### src/spq_pkg.sv
// Shared types, codes and sizes for the sorted priority queue.
`default_nettype none

package spq_pkg;

  localparam int CAPACITY = 16;
  localparam int CNT_W    = $clog2(CAPACITY + 1);
  localparam int DATA_W   = 32;

  localparam logic [DATA_W-1:0] EMPTY_VALUE = '1;

  typedef enum logic [1:0] {
    REQ_INSERT = 2'd0,
    REQ_REMOVE = 2'd1,
    REQ_PEEK   = 2'd2,
    REQ_UNUSED = 2'd3
  } req_e;

  typedef enum logic [1:0] {
    ST_OK    = 2'd0,
    ST_EMPTY = 2'd1,
    ST_FULL  = 2'd2,
    ST_RSVD  = 2'd3
  } status_e;

  // What the result register loads on a transaction.
  typedef enum logic [1:0] {
    RSP_NONE,
    RSP_HEAD,
    RSP_EMPTY,
    RSP_FULL
  } rsp_e;

  typedef struct packed {
    logic insert;
    logic remove;
    logic capture;
    rsp_e rsp;
  } spq_cmd_t;

  typedef struct packed {
    logic empty;
    logic full;
  } spq_stat_t;

endpackage : spq_pkg

`default_nettype wire

### src/sorted_priority_queue_core.sv
// Top level of the sorted priority queue: controller plus cell-chain datapath.
//
//  channel   dir  tdata                                        tuser
//  s_axis    in   [31:0] item_value, [63:32] item_priority     [1:0] req_type
//  m_axis    out  [31:0] head_value, [63:32] head_priority,    [1:0] status
//                 [64] now_empty, [71:65] zero
//
// Each transaction updates the queue at the accepting edge, and the result
// shows from the next cycle. The input side waits until the
// result register has been taken, so a stalled output stalls the input.
// Reset empties the queue at once; entry contents are not cleared.
`default_nettype none

module sorted_priority_queue_core (
  input  wire logic        clk_i,
  input  wire logic        rst_ni,
  input  wire logic        s_axis_tvalid_i,
  output logic             s_axis_tready_o,
  input  wire logic [63:0] s_axis_tdata_i,  // item_value, item_priority
  input  wire logic [1:0]  s_axis_tuser_i,  // req_type
  output logic             m_axis_tvalid_o,
  input  wire logic        m_axis_tready_i,
  output logic [71:0]      m_axis_tdata_o,  // head_value, head_priority, now_empty
  output logic [1:0]       m_axis_tuser_o   // status
);
  import spq_pkg::*;

  spq_cmd_t          cmd;
  spq_stat_t         stat;
  logic [DATA_W-1:0] head_value, head_priority;
  logic [1:0]        status;
  logic              now_empty;

  spq_ctrl u_ctrl (
    .clk_i       (clk_i),
    .rst_ni      (rst_ni),
    .in_valid_i  (s_axis_tvalid_i),
    .in_ready_o  (s_axis_tready_o),
    .req_type_i  (s_axis_tuser_i),
    .out_valid_o (m_axis_tvalid_o),
    .out_ready_i (m_axis_tready_i),
    .stat_i      (stat),
    .cmd_o       (cmd)
  );

  spq_datapath u_dp (
    .clk_i           (clk_i),
    .rst_ni          (rst_ni),
    .cmd_i           (cmd),
    .item_value_i    (s_axis_tdata_i[31:0]),
    .item_priority_i (s_axis_tdata_i[63:32]),
    .stat_o          (stat),
    .head_value_o    (head_value),
    .head_priority_o (head_priority),
    .status_o        (status),
    .now_empty_o     (now_empty)
  );

  assign m_axis_tdata_o = {7'b0, now_empty, head_priority, head_value};
  assign m_axis_tuser_o = status;

  a_one_in_flight: assert property (@(posedge clk_i) disable iff (!rst_ni)
    m_axis_tvalid_o |-> !s_axis_tready_o)
    else $error("input accepted while a result is pending");

  a_full_not_empty: assert property (@(posedge clk_i) disable iff (!rst_ni)
    stat.full |-> !stat.empty)
    else $error("queue reports full and empty together");

  a_remove_ok: assert property (@(posedge clk_i) disable iff (!rst_ni)
    (s_axis_tvalid_i && s_axis_tready_o && (s_axis_tuser_i == REQ_REMOVE) && !stat.empty)
      |=> (m_axis_tuser_o == ST_OK))
    else $error("remove from a nonempty queue did not report ok");

  a_empty_flag: assert property (@(posedge clk_i) disable iff (!rst_ni)
    (m_axis_tvalid_o && (m_axis_tuser_o == ST_EMPTY)) |-> m_axis_tdata_o[64])
    else $error("empty status without now_empty");

endmodule : sorted_priority_queue_core

`default_nettype wire

### src/spq_ctrl.sv
// Controller: handshakes and per-transaction commands for the queue datapath.
`default_nettype none

module spq_ctrl (
  input  wire logic              clk_i,
  input  wire logic              rst_ni,
  input  wire logic              in_valid_i,
  output logic                   in_ready_o,
  input  wire logic [1:0]        req_type_i,
  output logic                   out_valid_o,
  input  wire logic              out_ready_i,
  input  wire spq_pkg::spq_stat_t stat_i,
  output spq_pkg::spq_cmd_t      cmd_o
);
  import spq_pkg::*;

  typedef enum logic {
    S_IDLE,
    S_RESP
  } state_e;

  state_e state_q;
  logic   out_valid_q;
  logic   accept;

  assign in_ready_o  = (state_q == S_IDLE);
  assign out_valid_o = out_valid_q;
  assign accept      = in_valid_i && in_ready_o;

  always_comb begin
    cmd_o = '{insert: 1'b0, remove: 1'b0, capture: accept, rsp: RSP_NONE};
    unique case (req_e'(req_type_i)) inside
      REQ_INSERT: begin
        if (stat_i.full) begin
          cmd_o.rsp = RSP_FULL;
        end else begin
          cmd_o.insert = accept;
        end
      end
      REQ_REMOVE, REQ_PEEK: begin
        if (stat_i.empty) begin
          cmd_o.rsp = RSP_EMPTY;
        end else begin
          cmd_o.rsp    = RSP_HEAD;
          cmd_o.remove = accept && (req_e'(req_type_i) == REQ_REMOVE);
        end
      end
      default: cmd_o.rsp = RSP_NONE;
    endcase
  end

  always_ff @(posedge clk_i or negedge rst_ni) begin
    if (!rst_ni) begin
      state_q     <= S_IDLE;
      out_valid_q <= 1'b0;
    end else begin
      unique case (state_q)
        S_IDLE: begin
          if (accept) begin
            state_q     <= S_RESP;
            out_valid_q <= 1'b1;
          end
        end
        S_RESP: begin
          if (out_ready_i) begin
            state_q     <= S_IDLE;
            out_valid_q <= 1'b0;
          end
        end
        default: begin
          state_q     <= S_IDLE;
          out_valid_q <= 1'b0;
        end
      endcase
    end
  end

endmodule : spq_ctrl

`default_nettype wire

### src/spq_datapath.sv
// Datapath: chain of compare-and-shift cells, entry count and result register.
`default_nettype none

module spq_datapath (
  input  wire logic                       clk_i,
  input  wire logic                       rst_ni,
  input  wire spq_pkg::spq_cmd_t          cmd_i,
  input  wire logic [spq_pkg::DATA_W-1:0] item_value_i,
  input  wire logic [spq_pkg::DATA_W-1:0] item_priority_i,
  output spq_pkg::spq_stat_t              stat_o,
  output logic [spq_pkg::DATA_W-1:0]      head_value_o,
  output logic [spq_pkg::DATA_W-1:0]      head_priority_o,
  output logic [1:0]                      status_o,
  output logic                            now_empty_o
);
  import spq_pkg::*;

  logic [DATA_W-1:0] vals_q [CAPACITY];
  logic [DATA_W-1:0] pris_q [CAPACITY];
  logic [CNT_W-1:0]  count_q, count_d;
  logic [CAPACITY-1:0] stay;

  logic [DATA_W-1:0] res_val_q, res_pri_q;
  logic [1:0]        res_st_q;
  logic              res_empty_q;

  assign stat_o.empty = (count_q == '0);
  assign stat_o.full  = (count_q == CNT_W'(CAPACITY));

  // A cell keeps its entry when it lies ahead of the new one; the head wins ties.
  always_comb begin
    for (int i = 0; i < CAPACITY; i++) begin
      if (i == 0) begin
        stay[i] = (CNT_W'(i) < count_q) &&
                  ($signed(pris_q[i]) >= $signed(item_priority_i));
      end else begin
        stay[i] = (CNT_W'(i) < count_q) &&
                  ($signed(pris_q[i]) > $signed(item_priority_i));
      end
    end
  end

  for (genvar g = 0; g < CAPACITY; g++) begin : g_cell
    always_ff @(posedge clk_i) begin
      if (cmd_i.insert && !stay[g]) begin
        if (g == 0) begin
          vals_q[g] <= item_value_i;
          pris_q[g] <= item_priority_i;
        end else if (stay[(g > 0) ? g - 1 : 0]) begin
          vals_q[g] <= item_value_i;
          pris_q[g] <= item_priority_i;
        end else begin
          vals_q[g] <= vals_q[(g > 0) ? g - 1 : 0];
          pris_q[g] <= pris_q[(g > 0) ? g - 1 : 0];
        end
      end else if (cmd_i.remove && (g < CAPACITY - 1)) begin
        vals_q[g] <= vals_q[(g < CAPACITY - 1) ? g + 1 : g];
        pris_q[g] <= pris_q[(g < CAPACITY - 1) ? g + 1 : g];
      end
    end
  end

  always_comb begin
    count_d = count_q;
    if (cmd_i.insert) begin
      count_d = count_q + CNT_W'(1);
    end else if (cmd_i.remove) begin
      count_d = count_q - CNT_W'(1);
    end
  end

  always_ff @(posedge clk_i or negedge rst_ni) begin
    if (!rst_ni) begin
      count_q <= '0;
    end else begin
      count_q <= count_d;
    end
  end

  always_ff @(posedge clk_i) begin
    if (cmd_i.capture) begin
      res_empty_q <= (count_d == '0);
      case (cmd_i.rsp)
        RSP_HEAD: begin
          res_val_q <= vals_q[0];
          res_pri_q <= pris_q[0];
          res_st_q  <= ST_OK;
        end
        RSP_EMPTY: begin
          res_val_q <= EMPTY_VALUE;
          res_pri_q <= '0;
          res_st_q  <= ST_EMPTY;
        end
        RSP_FULL: begin
          res_val_q <= '0;
          res_pri_q <= '0;
          res_st_q  <= ST_FULL;
        end
        default: begin
          res_val_q <= '0;
          res_pri_q <= '0;
          res_st_q  <= ST_OK;
        end
      endcase
    end
  end

  assign head_value_o    = res_val_q;
  assign head_priority_o = res_pri_q;
  assign status_o        = res_st_q;
  assign now_empty_o     = res_empty_q;

endmodule : spq_datapath

`default_nettype wire

### config.mk
export PLATFORM = sky130hd
export DESIGN_NAME = sorted_priority_queue_core
export DESIGN_NICKNAME = d
export VERILOG_FILES = /design/src/spq_pkg.sv /design/src/sorted_priority_queue_core.sv /design/src/spq_ctrl.sv /design/src/spq_datapath.sv
export SDC_FILE = /design/constraint.sdc
export NUM_CORES = 2
export LEC_CHECK = 0
export BUFFER_PORTS_ARGS = -buffer_cell sky130_fd_sc_hd__buf_2
export CORE_UTILIZATION = 40
export CTS_BUF_LIST = sky130_fd_sc_hd__clkbuf_8
export DETAILED_ROUTE_END_ITERATION = 8
export SYNTH_ARGS = -nofsm -noshare
export SYNTH_HDL_FRONTEND = slang
export SYNTH_SLANG_ARGS = --single-unit
### constraint.sdc
create_clock -name clk_i -period 17.4 [get_ports clk_i]
set_clock_uncertainty 0.1 [all_clocks]
set_input_delay 3.48 -clock clk_i [delete_from_list [all_inputs] [get_ports clk_i]]
set_output_delay 3.48 -clock clk_i [all_outputs]
set_load 0.01 [all_outputs]
==> qor.csv <==
stage;metric;value;unit
placement;dp.final_hpwl;170000;um
critical_path;crit_buf_inv;4;
sta;max_slew_margin;0.0998;
route;avgViaCountPerCell;6.86;
power_and_ir_drop;p_per_area;104;nW/um^2
power_and_ir_drop;p_total;7410;uW
global_route;grt_max_degree;80;
critical_path;crit_top_cell;buf_4;
logic_synthesis;synth_top_area_share;0.507;
floorplan;start_util;0.403;
logic_synthesis;avgSynthCellArea;11.6;sq um
route;drt_iter0_markers;7345;
route;wl_per_cell;34.0;um
placement;port_buffers;138;
floorplan;boundaryPins;146;
route;vias;54200;
logic_synthesis;synth-seq-area-share;0.509;
critical_path;crit_type;input pin to flip-flop;
sta;finalCritPeriodShare;0.495;
sta;hold_violations;0;
global_route;grt_pass1_wl;381000;um
finish;nFillCells;14800;
critical_path;cp_top_family;buffers and inverters;
clocking;root_buffer;clkbuf_8;
logic_synthesis;synth_common_cells;edfxtp_1 (1091), a221o_1 (644), ha_1 (521);
logic_synthesis;ys_seq_elements;1098;
route;ant_nets;0;
floorplan;dieArea;163000;sq um
power_and_ir_drop;ir_drop;0.0000732;V
floorplan;row_count;147;
clocking;htreeDepth;4;
route;wl;269000;um
critical_path;critPathMaxFanout;39;
logic_synthesis;synth_ff_type;edfxtp_1;
logic_synthesis;async_reset_ff_frac;0.00638;
sta;slew_viol_final;0;
critical_path;slowest_stage;mux2i_4;
clocking;cts_hold_buf;0;
route;drc_errors;0;
logic_synthesis;yosys.area.top_type;edfxtp_1;
placement;gp_congestion;0.992;
job;maxCapViolCount;0;
critical_path;path_cells;buf_2 > inv_1 > ha_1 > nand4_1 > or4_1 > o221ai_1 > a21oi_1 > o21a_2 > buf_4 > mux2i_4 > buf_4 > a211oi_1;
logic_synthesis;postSynthCellCount;5580;
power_and_ir_drop;power.leakage;0.0263;uW
global_route;grt_pass1_vias;52600;
logic_synthesis;ys_types;82;
sta;setup_tns;0;ns
critical_path;critPathCaptureType;flip-flop;
sta;clock.fmax;116;MHz
clocking;ctsResizeCount;0;
sta;min_period;8.61;ns
sta;setup_viol;0;
finish;layout.nets;6150;
clocking;path_clk_slew;0.06;ns
run_status;status;completed;
logic_synthesis;yosysMostFrequentCell;edfxtp_1;
logic_synthesis;yosys_warnings;0;
hold_path;worst_hold_path_type;flip-flop to flip-flop;
clocking;cts.sinks;1098;
sta;worst_slew_pin_slew;1.35;ns
logic_synthesis;synthTopCellsByArea;edfxtp_1 (51%), ha_1 (10%), a221o_1 (10%), and2_1 (4.0%), nor3_1 (2.6%);
critical_path;start_kind;input pin;
critical_path;critPathMaxStageDelay;0.96;ns
floorplan;core_area;161000;sq um
clocking;cts_setup_buffers;0;
global_route;grt-ovfl-total;0;
finish;layout-drive-gt1-share;0.123;
finish;utilization;0.444;
clocking;clockBufferDepth;3;
global_route;grt_usage;0.322;
clocking;insertion_delay;1.01;ns
finish;area_delta_synth_final;10.3;%
floorplan;die_w;404;um
sta;whs;0.438;ns
logic_synthesis;synth_edf_count;1091;
route;dr.pass1.iters;6;
global_route;antenna_found_initial;37;
critical_path;critPathArrivalTime;9.19;ns
logic_synthesis;syn-cell-area;64700;sq um
clocking;cts_buffers;197;
sta;rsz0062_at_grt;no;
floorplan;die_y;404;um
critical_path;cp.required;17.98;ns
clocking;cts_tree;yes;
[layer usage]
layer	share of wire	routed length [um]	GRT usage	up-vias
met5	0.00038	101	0	-
met3	0.12	32200	0.0971	739
met2	0.44	119000	0.492	3833
li1	-	-	-	22400
met4	0.043	11600	0.140	16
met1	0.39	106000	0.422	27200
[cell families after synthesis]
family / after synthesis / synth area share
compound gates: 1508 / 0.185
xor+xnor: 3 / 0.000406
fa+ha+maj: 521 / 0.101
buf+inv: 642 / 0.0403
flops: 1098 / 0.509
mux: 130 / 0.0226
other cells: 1 / 0.0000580
simple gates: 1677 / 0.141
[path summary, 6_finish.rpt]
check                                       to          startpoint  cells past startpoint  slack [ns]
min                         u_ctrl.out_valid_o      u_ctrl.state_q                      1        0.44
max                        u_dp.pris_q[1][209]  s_axis_tdata_i[45]                     12        8.79
min reg2reg                 u_ctrl.out_valid_o      u_ctrl.state_q                      1        0.44
min in group asynchronous      u_dp.count_q[1]              rst_ni                      1        2.26
max reg2reg                u_dp.pris_q[1][209]      u_ctrl.state_q                      9       11.31
max in group asynchronous   u_ctrl.out_valid_o              rst_ni                      1       14.65
[metrics by stage]
stage	cell area, sq um	setup WS, ns	std cells
after floorplan	64700	5.75	5586
after global placement	67500	7.99	7520
after detailed placement	67500	7.93	7520
after CTS	71300	8.96	7880
after global routing	71300	8.71	7889
final	71300	8.79	7902
[placed cells by master (no fill, tap or decap), drive strengths merged, types with 8 or more instances in the layout]
cell type,instances
mux2,126
o211ai,27
and4,13
and3,201
nand3,215
a21o,35
o21a,9
nor3,342
buf,248
clkbuf,202
o31ai,11
inv,234
or3,10
edfxtp,1091
nand2,211
a211oi,85
nor4,19
o311ai,16
diode,22
nor2b,49
a21oi,222
and2,415
o21ai,194
a221oi,11
nand4,82
nor2,92
a31oi,130
clkinv,82
o221ai,66
a221o,644
bufinv,9
ha,521
or4,8
[cell type report]
type | count | area [sq um] | share of cell area
clock inverter | 158 | 981 | 0.0138
timing repair buffer | 248 | 1520 | 0.0213
multi-input combinational | 3846 | 29700 | 0.417
antenna | 22 | 55.1 | 0.000772
inverter | 168 | 631 | 0.00884
tap | 2160 | 2700 | 0.0379
sequential | 1098 | 32900 | 0.462
clock buffer | 202 | 2780 | 0.0390
[sequential cells by signal, indices dropped and copies added, names as in the netlist]
name / flops
u_dp.vals_q: 512
u_ctrl.out_valid_o: 1
u_dp.head_priority_o: 32
u_ctrl.state_q: 1
u_dp.pris_q: 512
u_dp.now_empty_o: 1
u_dp.head_value_o: 32
u_dp.status_o: 2
u_dp.count_q: 5
[power by group]
part | internal [uW] | switching, uW | total (uW)
Sequential | 3190 | 149 | 3340
Combinational | 475 | 1130 | 1600
Clock | 1220 | 1240 | 2460
Total | 4890 | 2520 | 7410
[worst reg2reg max path, delay by kind of cell, from the launching register on]
kind | cells | cell delay, ns
compound gates | 2 | 0.80
buf+inv | 3 | 1.94
flops | 1 | 0.41
mux | 1 | 1.06
simple gates | 3 | 1.54
(Power assumes the default switching activity.)
